[src/hw/rtl/mpa_sync_pkg.sv]
// ----------------------------------------------------------------------------
// mpa_sync_pkg
// Shared types, codes and lookup tables for the MPEG audio frame sync search.
// ----------------------------------------------------------------------------
package mpa_sync_pkg;

    // Input opcodes
    localparam logic OP_DATA = 1'b0;
    localparam logic OP_END  = 1'b1;

    // Result status codes
    localparam logic [1:0] STATUS_FOUND = 2'd0;
    localparam logic [1:0] STATUS_LIMIT = 2'd1;
    localparam logic [1:0] STATUS_END   = 2'd2;

    // Configuration register indexes
    localparam int CFG_IDX_W = 2;
    localparam logic [CFG_IDX_W-1:0] CFG_MAX_SEARCH = 2'd0;
    localparam logic [CFG_IDX_W-1:0] CFG_REF_HEADER = 2'd1;
    localparam logic [CFG_IDX_W-1:0] CFG_ALLOW_L1   = 2'd2;

    // Reset values of the configuration registers
    localparam logic [23:0] MAX_SEARCH_RST = 24'd131072;
    localparam logic [31:0] REF_HEADER_RST = 32'd0;
    localparam logic        ALLOW_L1_RST   = 1'b1;

    // Header masks: sync bits, and sync/version/layer/rate bits
    localparam logic [31:0] HDR_SYNC_PAT = 32'hFFE0_0000;
    localparam logic [31:0] TYPE_MASK    = 32'hFFFE_0C00;

    // Divider geometry: dividend up to 125 * 1152 * 448 fits in 26 bits
    localparam int DVD_W = 26;
    localparam int REM_W = 16;
    localparam int CNT_W = $clog2(DVD_W);
    localparam int PROD_W = 27;
    localparam int COEF_W = 18;

    // Bytes-per-frame numerator coefficients (times bitrate in kbit/s)
    localparam logic [COEF_W-1:0] COEF_L1   = COEF_W'(12000);
    localparam logic [COEF_W-1:0] COEF_576  = COEF_W'(125 * 576);
    localparam logic [COEF_W-1:0] COEF_1152 = COEF_W'(125 * 1152);

    // Frame-time numerators: 1000 * den * samples
    localparam logic [DVD_W-1:0] TNUM_L1_D1     = DVD_W'(1000 * 384);
    localparam logic [DVD_W-1:0] TNUM_L1_D147   = DVD_W'(1000 * 147 * 384);
    localparam logic [DVD_W-1:0] TNUM_576_D1    = DVD_W'(1000 * 576);
    localparam logic [DVD_W-1:0] TNUM_576_D49   = DVD_W'(1000 * 49 * 576);
    localparam logic [DVD_W-1:0] TNUM_1152_D1   = DVD_W'(1000 * 1152);
    localparam logic [DVD_W-1:0] TNUM_1152_D49  = DVD_W'(1000 * 49 * 1152);

    localparam logic [10:0] SAMPLES_L1   = 11'd384;
    localparam logic [10:0] SAMPLES_HALF = 11'd576;
    localparam logic [10:0] SAMPLES_FULL = 11'd1152;

    localparam logic [7:0] DEN_ONE = 8'd1;
    localparam logic [7:0] DEN_L1  = 8'd147;
    localparam logic [7:0] DEN_L23 = 8'd49;

    // One result beat
    typedef struct packed {
        logic [1:0]  status;
        logic [23:0] skipped_bytes;
        logic [1:0]  version_code;
        logic [1:0]  layer_code;
        logic [8:0]  bitrate_kbps;
        logic [15:0] sample_rate_hz;
        logic        padding_bit;
        logic [1:0]  chan_mode;
        logic [11:0] frame_bytes;
        logic [10:0] frame_nsamp;
        logic [12:0] frame_time_num;
        logic [7:0]  frame_time_den;
    } t_result;

    // Bitrate table, rows: MPEG1 L1, L2, L3, MPEG2/2.5 L1, MPEG2/2.5 L2/L3
    function automatic logic [8:0] f_bitrate(input logic [2:0] row, input logic [3:0] idx);
        logic [8:0] br;
        br = 9'd0;
        case (row)
            3'd0: begin
                case (idx)
                    4'd1: br = 9'd32;   4'd2: br = 9'd64;   4'd3: br = 9'd96;
                    4'd4: br = 9'd128;  4'd5: br = 9'd160;  4'd6: br = 9'd192;
                    4'd7: br = 9'd224;  4'd8: br = 9'd256;  4'd9: br = 9'd288;
                    4'd10: br = 9'd320; 4'd11: br = 9'd352; 4'd12: br = 9'd384;
                    4'd13: br = 9'd416; 4'd14: br = 9'd448;
                    default: br = 9'd0;
                endcase
            end
            3'd1: begin
                case (idx)
                    4'd1: br = 9'd32;   4'd2: br = 9'd48;   4'd3: br = 9'd56;
                    4'd4: br = 9'd64;   4'd5: br = 9'd80;   4'd6: br = 9'd96;
                    4'd7: br = 9'd112;  4'd8: br = 9'd128;  4'd9: br = 9'd160;
                    4'd10: br = 9'd192; 4'd11: br = 9'd224; 4'd12: br = 9'd256;
                    4'd13: br = 9'd320; 4'd14: br = 9'd384;
                    default: br = 9'd0;
                endcase
            end
            3'd2: begin
                case (idx)
                    4'd1: br = 9'd32;   4'd2: br = 9'd40;   4'd3: br = 9'd48;
                    4'd4: br = 9'd56;   4'd5: br = 9'd64;   4'd6: br = 9'd80;
                    4'd7: br = 9'd96;   4'd8: br = 9'd112;  4'd9: br = 9'd128;
                    4'd10: br = 9'd160; 4'd11: br = 9'd192; 4'd12: br = 9'd224;
                    4'd13: br = 9'd256; 4'd14: br = 9'd320;
                    default: br = 9'd0;
                endcase
            end
            3'd3: begin
                case (idx)
                    4'd1: br = 9'd32;   4'd2: br = 9'd48;   4'd3: br = 9'd56;
                    4'd4: br = 9'd64;   4'd5: br = 9'd80;   4'd6: br = 9'd96;
                    4'd7: br = 9'd112;  4'd8: br = 9'd128;  4'd9: br = 9'd144;
                    4'd10: br = 9'd160; 4'd11: br = 9'd176; 4'd12: br = 9'd192;
                    4'd13: br = 9'd224; 4'd14: br = 9'd256;
                    default: br = 9'd0;
                endcase
            end
            3'd4: begin
                case (idx)
                    4'd1: br = 9'd8;    4'd2: br = 9'd16;   4'd3: br = 9'd24;
                    4'd4: br = 9'd32;   4'd5: br = 9'd40;   4'd6: br = 9'd48;
                    4'd7: br = 9'd56;   4'd8: br = 9'd64;   4'd9: br = 9'd80;
                    4'd10: br = 9'd96;  4'd11: br = 9'd112; 4'd12: br = 9'd128;
                    4'd13: br = 9'd144; 4'd14: br = 9'd160;
                    default: br = 9'd0;
                endcase
            end
            default: br = 9'd0;
        endcase
        return br;
    endfunction

    // Sample rate by version code and rate index
    function automatic logic [15:0] f_sample_rate(input logic [1:0] ver, input logic [1:0] fri);
        logic [15:0] fs;
        fs = 16'd0;
        case ({ver, fri})
            4'b00_00: fs = 16'd44100;
            4'b00_01: fs = 16'd48000;
            4'b00_10: fs = 16'd32000;
            4'b01_00: fs = 16'd22050;
            4'b01_01: fs = 16'd24000;
            4'b01_10: fs = 16'd16000;
            4'b10_00: fs = 16'd11025;
            4'b10_01: fs = 16'd12000;
            4'b10_10: fs = 16'd8000;
            default:  fs = 16'd0;
        endcase
        return fs;
    endfunction

    // Frame-length numerator coefficient
    function automatic logic [COEF_W-1:0] f_size_coef(input logic layer_one, input logic half);
        logic [COEF_W-1:0] c;
        if (layer_one) begin
            c = COEF_L1;
        end else if (half) begin
            c = COEF_576;
        end else begin
            c = COEF_1152;
        end
        return c;
    endfunction

    // Frame-time numerator
    function automatic logic [DVD_W-1:0] f_time_dividend(input logic layer_one,
                                                         input logic half,
                                                         input logic den_one);
        logic [DVD_W-1:0] t;
        if (layer_one) begin
            t = den_one ? TNUM_L1_D1 : TNUM_L1_D147;
        end else if (half) begin
            t = den_one ? TNUM_576_D1 : TNUM_576_D49;
        end else begin
            t = den_one ? TNUM_1152_D1 : TNUM_1152_D49;
        end
        return t;
    endfunction

endpackage

[src/hw/rtl/mpeg_audio_frame_sync_search_top.sv]
// ----------------------------------------------------------------------------
// mpeg_audio_frame_sync_search_top
// Byte-wise search for an MPEG audio frame header, with header decode and a
// shared restoring divider for frame length and frame duration.
// ----------------------------------------------------------------------------
//  Channel   Direction  Handshake                 Beat
//  in        input      i_in_valid / o_in_stall   i_op, i_data_byte
//  out       output     o_out_valid / i_out_stall status and decoded header
//  cfg       input      i_cfg_valid / o_cfg_ready i_cfg_index, i_cfg_data
//
//  A byte that finds no header only shifts the window; a limit or end beat
//  passes its result through the pending register before the input opens again.
//  A header hit takes these steps: accept, one multiply, two 26-step
//  divisions (one quotient bit a cycle), move to the output.
//  Reset is synchronous; the window, the position and the queues clear.
//  The input stalls while the divider works or a result is pending.
// ----------------------------------------------------------------------------
module mpeg_audio_frame_sync_search_top
    import mpa_sync_pkg::*;
#(
    parameter int POSITION_BITS = 24
) (
    input  logic                 i_clk,
    input  logic                 i_rst_n,
    // input stream
    input  logic                 i_in_valid,
    output logic                 o_in_stall,
    input  logic                 i_op,
    input  logic [7:0]           i_data_byte,
    // results
    output logic                 o_out_valid,
    input  logic                 i_out_stall,
    output logic [1:0]           o_status,
    output logic [23:0]          o_skipped_bytes,
    output logic [1:0]           o_version_code,
    output logic [1:0]           o_layer_code,
    output logic [8:0]           o_bitrate_kbps,
    output logic [15:0]          o_sample_rate_hz,
    output logic                 o_padding_bit,
    output logic [1:0]           o_chan_mode,
    output logic [11:0]          o_frame_bytes,
    output logic [10:0]          o_frame_nsamp,
    output logic [12:0]          o_frame_time_num,
    output logic [7:0]           o_frame_time_den,
    // configuration
    input  logic                 i_cfg_valid,
    output logic                 o_cfg_ready,
    input  logic [CFG_IDX_W-1:0] i_cfg_index,
    input  logic [31:0]          i_cfg_data
);

    localparam int CW = (POSITION_BITS > 24) ? POSITION_BITS : 24;
    localparam int RES_W = $bits(t_result);
    localparam logic [POSITION_BITS-1:0] POS_MAX = {POSITION_BITS{1'b1}};
    localparam logic [CW-1:0] SKIP_MAX = CW'(24'hFF_FFFF);
    localparam logic [CNT_W-1:0] DIV_LAST = CNT_W'(DVD_W - 1);

    // Sequencer states
    localparam logic [1:0] ST_IDLE     = 2'd0;
    localparam logic [1:0] ST_MUL      = 2'd1;
    localparam logic [1:0] ST_DIV_SIZE = 2'd2;
    localparam logic [1:0] ST_DIV_TIME = 2'd3;

    logic [1:0]               r_state;
    logic [CNT_W-1:0]         r_cnt;
    logic [DVD_W-1:0]         r_dvd;
    logic [REM_W-1:0]         r_rem;
    logic [31:0]              r_win;
    logic [POSITION_BITS-1:0] r_pos;
    logic [23:0]              r_max_search;
    logic [31:0]              r_ref_hdr;
    logic                     r_allow_l1;
    t_result                  r_pend;
    logic                     r_pend_valid;
    t_result                  r_out;
    logic                     r_out_valid;

    logic [31:0]              n_win;
    logic [POSITION_BITS-1:0] n_pos;

    // ------------------------------------------------------------------
    // Configuration writes
    // ------------------------------------------------------------------
    assign o_cfg_ready = 1'b1;

    always_ff @(posedge i_clk) begin
        if (!i_rst_n) begin
            r_max_search <= MAX_SEARCH_RST;
            r_ref_hdr    <= REF_HEADER_RST;
            r_allow_l1   <= ALLOW_L1_RST;
        end else if (i_cfg_valid && o_cfg_ready) begin
            unique case (i_cfg_index)
                CFG_MAX_SEARCH: r_max_search <= i_cfg_data[23:0];
                CFG_REF_HEADER: r_ref_hdr    <= i_cfg_data;
                CFG_ALLOW_L1:   r_allow_l1   <= i_cfg_data[0];
                default: ;
            endcase
        end
    end

    // ------------------------------------------------------------------
    // Window shift, position count, limit test
    // ------------------------------------------------------------------
    logic          w_in_acc;
    logic [CW-1:0] w_pos_ext;
    logic [CW-1:0] w_skip_raw;
    logic [23:0]   w_skip;
    logic          w_limit_hit;

    assign o_in_stall = (r_state != ST_IDLE) || r_pend_valid;
    assign w_in_acc   = i_in_valid && !o_in_stall;

    assign n_win = {r_win[23:0], i_data_byte};
    assign n_pos = (r_pos == POS_MAX) ? r_pos : r_pos + 1'b1;

    assign w_pos_ext   = CW'(n_pos);
    assign w_limit_hit = (r_max_search != 24'd0) && (w_pos_ext > CW'(r_max_search));
    assign w_skip_raw  = (w_pos_ext >= CW'(4)) ? w_pos_ext - CW'(4) : '0;
    assign w_skip      = (w_skip_raw > SKIP_MAX) ? 24'hFF_FFFF : w_skip_raw[23:0];

    // ------------------------------------------------------------------
    // Header validity and decode of the shifted window
    // ------------------------------------------------------------------
    logic        w_hdr_ok;
    logic        w_type_ok;
    logic [31:0] w_ref_type;
    logic [1:0]  w_ver;
    logic [1:0]  w_lay;
    logic [2:0]  w_row;
    logic [1:0]  w_fri;
    logic        w_half;

    assign w_hdr_ok = ((n_win & HDR_SYNC_PAT) == HDR_SYNC_PAT)
                   && (n_win[20:19] != 2'b01)
                   && (n_win[18:17] != 2'b00)
                   && !((n_win[18:17] == 2'b11) && !r_allow_l1)
                   && (n_win[15:12] != 4'd0) && (n_win[15:12] != 4'd15)
                   && (n_win[11:10] != 2'b11);

    assign w_ref_type = r_ref_hdr & TYPE_MASK;
    assign w_type_ok  = (w_ref_type == 32'd0) || (w_ref_type == (n_win & TYPE_MASK));

    assign w_ver  = (n_win[20:19] == 2'b11) ? 2'd0 : (n_win[20:19] == 2'b10) ? 2'd1 : 2'd2;
    assign w_lay  = 2'd3 - n_win[18:17];
    assign w_fri  = n_win[11:10];
    assign w_row  = (w_ver == 2'd0) ? {1'b0, w_lay} : (w_lay == 2'd0) ? 3'd3 : 3'd4;
    assign w_half = (w_ver != 2'd0) && (w_lay == 2'd2);

    // ------------------------------------------------------------------
    // Shared divider step: one quotient bit a cycle, quotient shifts into
    // the dividend register
    // ------------------------------------------------------------------
    logic [REM_W:0]    w_rem_sh;
    logic              w_qbit;
    logic [REM_W-1:0]  w_rem_nx;
    logic [DVD_W-1:0]  w_dvd_nx;
    logic [PROD_W-1:0] w_prod;
    logic [11:0]       w_size_sum;
    logic              w_layer_one;

    assign w_rem_sh = {r_rem, r_dvd[DVD_W-1]};
    assign w_qbit   = (w_rem_sh >= {1'b0, r_pend.sample_rate_hz});
    assign w_rem_nx = w_qbit ? REM_W'(w_rem_sh - {1'b0, r_pend.sample_rate_hz})
                             : w_rem_sh[REM_W-1:0];
    assign w_dvd_nx = {r_dvd[DVD_W-2:0], w_qbit};

    assign w_layer_one = (r_pend.layer_code == 2'd0);
    assign w_prod = PROD_W'(f_size_coef(w_layer_one, r_pend.frame_nsamp == SAMPLES_HALF))
                  * PROD_W'(r_pend.bitrate_kbps);
    assign w_size_sum = w_dvd_nx[11:0] + {11'd0, r_pend.padding_bit};

    // ------------------------------------------------------------------
    // Sequencer, search state and pending result
    // ------------------------------------------------------------------
    always_ff @(posedge i_clk) begin
        if (!i_rst_n) begin
            r_state      <= ST_IDLE;
            r_cnt        <= '0;
            r_win        <= '0;
            r_pos        <= '0;
            r_pend_valid <= 1'b0;
        end else begin
            if (r_pend_valid && (!r_out_valid || !i_out_stall)) begin
                r_pend_valid <= 1'b0;
            end
            unique case (r_state)
                ST_IDLE: begin
                    if (w_in_acc) begin
                        if (i_op == OP_END) begin
                            r_pend       <= {STATUS_END, {(RES_W-2){1'b0}}};
                            r_pend_valid <= 1'b1;
                            r_win        <= '0;
                            r_pos        <= '0;
                        end else if (w_limit_hit) begin
                            r_pend       <= {STATUS_LIMIT, {(RES_W-2){1'b0}}};
                            r_pend_valid <= 1'b1;
                            r_win        <= '0;
                            r_pos        <= '0;
                        end else if (w_hdr_ok && w_type_ok) begin
                            r_pend.status         <= STATUS_FOUND;
                            r_pend.skipped_bytes  <= w_skip;
                            r_pend.version_code   <= w_ver;
                            r_pend.layer_code     <= w_lay;
                            r_pend.bitrate_kbps   <= f_bitrate(w_row, n_win[15:12]);
                            r_pend.sample_rate_hz <= f_sample_rate(w_ver, w_fri);
                            r_pend.padding_bit    <= n_win[9];
                            r_pend.chan_mode      <= n_win[7:6];
                            r_pend.frame_bytes    <= '0;
                            r_pend.frame_nsamp    <= (w_lay == 2'd0) ? SAMPLES_L1
                                                   : w_half ? SAMPLES_HALF : SAMPLES_FULL;
                            r_pend.frame_time_num <= '0;
                            r_pend.frame_time_den <= (w_fri != 2'd0) ? DEN_ONE
                                                   : (w_lay == 2'd0) ? DEN_L1 : DEN_L23;
                            r_win   <= '0;
                            r_pos   <= '0;
                            r_state <= ST_MUL;
                        end else begin
                            r_win <= n_win;
                            r_pos <= n_pos;
                        end
                    end
                end
                ST_MUL: begin
                    r_dvd   <= w_prod[DVD_W-1:0];
                    r_rem   <= '0;
                    r_cnt   <= '0;
                    r_state <= ST_DIV_SIZE;
                end
                ST_DIV_SIZE: begin
                    if (r_cnt == DIV_LAST) begin
                        r_pend.frame_bytes <= w_layer_one ? {w_size_sum[9:0], 2'b00}
                                                          : w_size_sum;
                        r_dvd   <= f_time_dividend(w_layer_one,
                                                   r_pend.frame_nsamp == SAMPLES_HALF,
                                                   r_pend.frame_time_den == DEN_ONE);
                        r_rem   <= '0;
                        r_cnt   <= '0;
                        r_state <= ST_DIV_TIME;
                    end else begin
                        r_cnt <= r_cnt + 1'b1;
                        r_dvd <= w_dvd_nx;
                        r_rem <= w_rem_nx;
                    end
                end
                ST_DIV_TIME: begin
                    if (r_cnt == DIV_LAST) begin
                        r_pend.frame_time_num <= w_dvd_nx[12:0];
                        r_pend_valid          <= 1'b1;
                        r_cnt                 <= '0;
                        r_state               <= ST_IDLE;
                    end else begin
                        r_cnt <= r_cnt + 1'b1;
                        r_dvd <= w_dvd_nx;
                        r_rem <= w_rem_nx;
                    end
                end
                default: r_state <= ST_IDLE;
            endcase
        end
    end

    // ------------------------------------------------------------------
    // Output register
    // ------------------------------------------------------------------
    always_ff @(posedge i_clk) begin
        if (!i_rst_n) begin
            r_out_valid <= 1'b0;
        end else if (r_pend_valid && (!r_out_valid || !i_out_stall)) begin
            r_out       <= r_pend;
            r_out_valid <= 1'b1;
        end else if (!i_out_stall) begin
            r_out_valid <= 1'b0;
        end
    end

    assign o_out_valid      = r_out_valid;
    assign o_status         = r_out.status;
    assign o_skipped_bytes  = r_out.skipped_bytes;
    assign o_version_code   = r_out.version_code;
    assign o_layer_code     = r_out.layer_code;
    assign o_bitrate_kbps   = r_out.bitrate_kbps;
    assign o_sample_rate_hz = r_out.sample_rate_hz;
    assign o_padding_bit    = r_out.padding_bit;
    assign o_chan_mode      = r_out.chan_mode;
    assign o_frame_bytes    = r_out.frame_bytes;
    assign o_frame_nsamp    = r_out.frame_nsamp;
    assign o_frame_time_num = r_out.frame_time_num;
    assign o_frame_time_den = r_out.frame_time_den;

    // ------------------------------------------------------------------
    // Assertions
    // ------------------------------------------------------------------
    a_busy_no_pend: assert property (@(posedge i_clk) disable iff (!i_rst_n)
        (r_state != ST_IDLE) |-> !r_pend_valid)
        else $error("result pending while divider busy");

    a_rem_bound: assert property (@(posedge i_clk) disable iff (!i_rst_n)
        ((r_state == ST_DIV_SIZE) || (r_state == ST_DIV_TIME))
            |-> (r_rem < r_pend.sample_rate_hz))
        else $error("divider remainder out of range");

    a_div_done: assert property (@(posedge i_clk) disable iff (!i_rst_n)
        ((r_state == ST_DIV_TIME) && (r_cnt == DIV_LAST))
            |=> (r_pend_valid && (r_state == ST_IDLE)))
        else $error("header result not posted after division");

    a_end_clears: assert property (@(posedge i_clk) disable iff (!i_rst_n)
        (w_in_acc && (i_op == OP_END))
            |=> ((r_win == 32'd0) && (r_pos == '0) && r_pend_valid
                 && (r_pend.status == STATUS_END)))
        else $error("end of data did not clear the search");

endmodule
[config.mk]
export PLATFORM = sky130hd
export DESIGN_NAME = mpeg_audio_frame_sync_search_top
export DESIGN_NICKNAME = d
export VERILOG_FILES = /design/src/hw/rtl/mpa_sync_pkg.sv /design/src/hw/rtl/mpeg_audio_frame_sync_search_top.sv
export SDC_FILE = /design/constraint.sdc
export NUM_CORES = 1
export LEC_CHECK = 0
export BUFFER_PORTS_ARGS = -buffer_cell sky130_fd_sc_hd__clkbuf_2
export CAP_MARGIN = 20
export CORE_UTILIZATION = 55
export CTS_CLUSTER_SIZE = 8
export DETAILED_ROUTE_END_ITERATION = 16
export PLACE_DENSITY = 0.76
export SLEW_MARGIN = 20
export SYNTH_ARGS = -nofsm -noshare
export SYNTH_HDL_FRONTEND = slang
export SYNTH_SLANG_ARGS = --single-unit
[constraint.sdc]
create_clock -name i_clk -period 6.5 [get_ports i_clk]
set_clock_uncertainty 0.1 [all_clocks]
set_input_delay 0.325 -clock i_clk [delete_from_list [all_inputs] [get_ports i_clk]]
set_output_delay 0.325 -clock i_clk [all_outputs]
set_load 0.05 [all_outputs]
==> results.py <==
metrics = {
    "global_route": {
        "gr-total-overflow": 0,
        "grt_pass1_wl_um": 66600,
        "antenna_found_initial": 0,
        "grt_pass1_vias": 13000,
        "grt_max_degree": 75,
        "grt_usage": 0.249,
    },
    "power": {
        "power_mw": 5.96,
        "power.leakage_nw": 8.68,
        "vdd_ir_drop_max_v": 0.000206,
        "p_per_area_nw_per_um2": 283,
    },
    "worst_setup_path": {
        "criticalPathCategory": "flip-flop to flip-flop",
        "worstPathCellList": "nor4b_4 > inv_1 > nand2_1 > nand2_1 > fa_1 > fa_1 > fa_1 > inv_1 > ha_1 > ha_1 > a21o_1 > a21oi_1 > o21bai_1 > a21oi_1 > o21bai_1 > a21oi_2 > o211ai_1 > or4_1 > a31oi_1 > xnor2_1 > o21ai_0",
        "cp.arrival_ns": 6.29,
        "path_common_cell": "fa_1",
        "slowest_delay_ns": 0.54,
        "slowest_stage": "fa_1",
        "required_ns": 6.68,
        "path_max_fanout": 8,
        "critPathLaunchType": "flip-flop",
        "crit_path_end_kind": "flip-flop",
    },
    "final_layout": {
        "fillers": 2563,
        "final_util": 0.646,
        "area_growth_pct": 15.2,
        "fin_area_um2": 21100,
        "antennaDiodeCount": 0,
        "drive_gt1_frac": 0.137,
        "nets": 2127,
    },
    "logic_synthesis": {
        "ys_ff_latch": 338,
        "async_reset_ff_frac": 0,
        "ys_warn_count": 0,
        "netlist_instances": 1783,
        "avgSynthCellArea_um2": 10.3,
        "synthDistinctLibCells": 98,
        "ys.flop_type": "edfxtp_1",
        "ys_seq_area_frac": 0.487,
        "synth_edf_count": 214,
        "syn-cell-area_um2": 18300,
    },
    "placed_design": {
        "gp_congestion": 0.932,
        "dp_hpwl_um": 29900,
        "postPlaceCellArea_um2": 19300,
        "port_buffers": 138,
    },
    "clock_tree": {
        "clock-root-buffer": "clkbuf_16",
        "cts_tree": "built",
        "h-tree-depth": 2,
        "cts_setup_buffers": 0,
        "cts_buffers": 48,
        "clk_latency_ns": 0.56,
        "clk_path_buf_depth": 3,
        "clock-sinks": 338,
        "clk_pin_slew_worst_paths_ns": 0.05,
    },
    "floorplan": {
        "die_area_um2": 34000,
        "io_pins": 153,
        "die_y_um": 184,
        "fp.dieW_um": 184,
        "core_area_um2": 32600,
        "start_util": 0.560,
        "rows": 66,
    },
    "route": {
        "dr.pass1.iters": 8,
        "routed_wl_um": 42200,
        "vias": 13600,
        "wl_per_cell_um": 17.5,
        "drtAntennaViolNets": 0,
        "drtIter0Drc": 1131,
        "drc": 0,
        "viasPerCell": 5.64,
    },
    "timing": {
        "worst_slew_pin_slew_ns": 0.924,
        "hold_violations": 0,
        "layout_min_cycle_time_ns": 6.11,
        "grt_setup_unrepaired": "false",
        "fin_crit_sh": 0.940,
        "setup_violations": 0,
        "drv_slew": 0,
        "worst_slew_margin_rel": 0.384,
        "clock.fmax_mhz": 164,
        "tns_ns": 0,
    },
    "job": {
        "drv_cap": 0,
    },
    "worst_hold_path": {
        "hold_class": "primary input to flip-flop",
    },
    "run_status": {
        "status": "complete, no violations",
    },
}
## cells in the mapped netlist, drive strengths merged (4+ instances only)
library cell	n	area share
clkbuf	64	0.013
o22ai	10	0.0034
nand2	213	0.045
buf	34	0.013
nor2b	18	0.0062
dfxtp	124	0.14
o21ai	57	0.016
nor3	28	0.0088
ha	103	0.070
or2	9	0.0031
and4	10	0.0050
a21oi	119	0.033
a221o	5	0.0027
o211ai	6	0.0035
nor4	19	0.0090
nor2	170	0.035
fa	34	0.037
inv	131	0.027
a21boi	7	0.0031
and3	20	0.0068
and2	43	0.015
xor2	27	0.013
edfxtp	214	0.35
nand3	39	0.011
nand3b	12	0.0049
or3	5	0.0020
a211oi	15	0.0079
a221oi	7	0.0040
a31oi	10	0.0034
nand2b	5	0.0017
mux2i	26	0.014
a22oi	47	0.020
nand4	15	0.0055
o21bai	6	0.0025
o21a	5	0.0021
a21o	14	0.0062
nand4b	4	0.0019
xnor2	64	0.031
## critical path, delay by kind of cell, from the launching register on
| kind | cells | cell delay, ns |
|---|---|---|
| buf+inv | 2 | 0.25 |
| flops | 1 | 0.42 |
| compound gates | 9 | 1.56 |
| simple gates | 4 | 1.14 |
| xor+xnor | 1 | 0.14 |
| fa+ha+maj | 5 | 2.22 |
## layer usage
metal,global-route usage,vias up,routed length (um)
met3,0.0441,86,2580
met2,0.413,478,20300
met4,0.0863,0,1170
li1,-,6579,-
met5,0,-,0
met1,0.327,6484,18200
## layout by cell type (no fill, tap or decap), types with 12 or more instances in the layout
| master | netlist | layout |
|---|---|---|
| fa_1 | 34 | 34 |
| nor2_1 | 167 | 166 |
| dfxtp_1 | 124 | 124 |
| a21oi_1 | 118 | 116 |
| inv_1 | 129 | 128 |
| nor2b_1 | 18 | 18 |
| a21o_1 | 13 | 13 |
| o21ai_0 | 55 | 55 |
| nand2_1 | 209 | 209 |
| and3_1 | 20 | 20 |
| nor3_1 | 25 | 25 |
| buf_4 | 21 | 17 |
| xor2_1 | 26 | 26 |
| clkbuf_2 | 1 | 138 |
| a22oi_1 | 46 | 46 |
| clkbuf_16 | 0 | 48 |
| and2_1 | 42 | 42 |
| dlygate4sd3_1 | 0 | 38 |
| clkbuf_1 | 63 | 29 |
| nand3_1 | 39 | 39 |
| nor4_1 | 16 | 16 |
| ha_1 | 103 | 103 |
| mux2i_1 | 26 | 26 |
| conb_1 | 2 | 14 |
| xnor2_1 | 64 | 64 |
| nand3b_1 | 12 | 12 |
| edfxtp_1 | 214 | 214 |
| nand4_1 | 14 | 14 |
## kinds of logic (layout without fill, tap and decap cells)
family,after synthesis,in the layout,share of synthesized area
xor gates and xnor gates,94,94,0.0477
DFF,338,338,0.487
adders and majority gates,138,138,0.108
muxes,29,29,0.0161
buffers and inverters,229,407,0.0530
and+or+nand+nor,623,623,0.167
AOI/OAI and AO/OA,330,331,0.120
other,2,14,0.000411
## through the flow
stage	setup slack (ns)	instances	hold slack (ns)
after floorplan	0.178	1795	0.300
after global placement	0.486	2295	0.303
after detailed placement	0.335	2295	0.305
after CTS	0.292	2415	0.0284
after global routing	0.0684	2416	0.0651
final	0.390	2416	0.0603
## sequential cells by signal, indices dropped and copies added (netlist names), 5 cells and up, named ones only
signal and count:
r_cnt 5, r_rem 16, r_max_search 24, r_pend 86, r_pos 24, o_frame_time_num 13, o_frame_bytes 12, r_ref_hdr 17
r_win 24, r_dvd 26, o_sample_rate_hz 14, o_bitrate_kbps 6, o_skipped_bytes 24
## path summary, 6_finish.rpt
| path | startpoint | end | slack, ns | depth (start not counted) |
|---|---|---|---|---|
| setup / recovery | r_pend[28] | r_dvd[25] | 0.39 | 21 |
| hold reg to reg | r_pend[45] | o_chan_mode[1] | 0.31 | 0 |
| setup reg to reg | r_pend[28] | r_dvd[25] | 0.39 | 21 |
| hold / removal | i_cfg_valid | r_allow_l1 | 0.06 | 4 |
## report_power, final
| group | leakage, nW | internal [mW] | switching [mW] |
|---|---|---|---|
| clock | 0.658 | 1.38 | 0.890 |
| combinational | 5.04 | 0.400 | 0.730 |
| sequential | 2.98 | 2.47 | 0.0825 |
| total | 8.68 | 4.25 | 1.70 |
## final cells by class
type,count,area (um2),share of cell area
sequential,338,8910,0.423
multi-input combinational,1229,8510,0.404
clock buffer,78,1320,0.0629
timing repair buffer,194,1220,0.0579
tap,442,553,0.0263
inverter,131,494,0.0235
clock inverter,4,50.0,0.00238
## what timing repair did
item | 4_1_cts | 5_1_grt
resized for setup | 0 | 2
hold endpoints to repair | 48 | 0
hold buffers | 38 | 0
setup endpoints to repair | 0 | 2
Note: power is estimated with default switching activity, not from simulation.
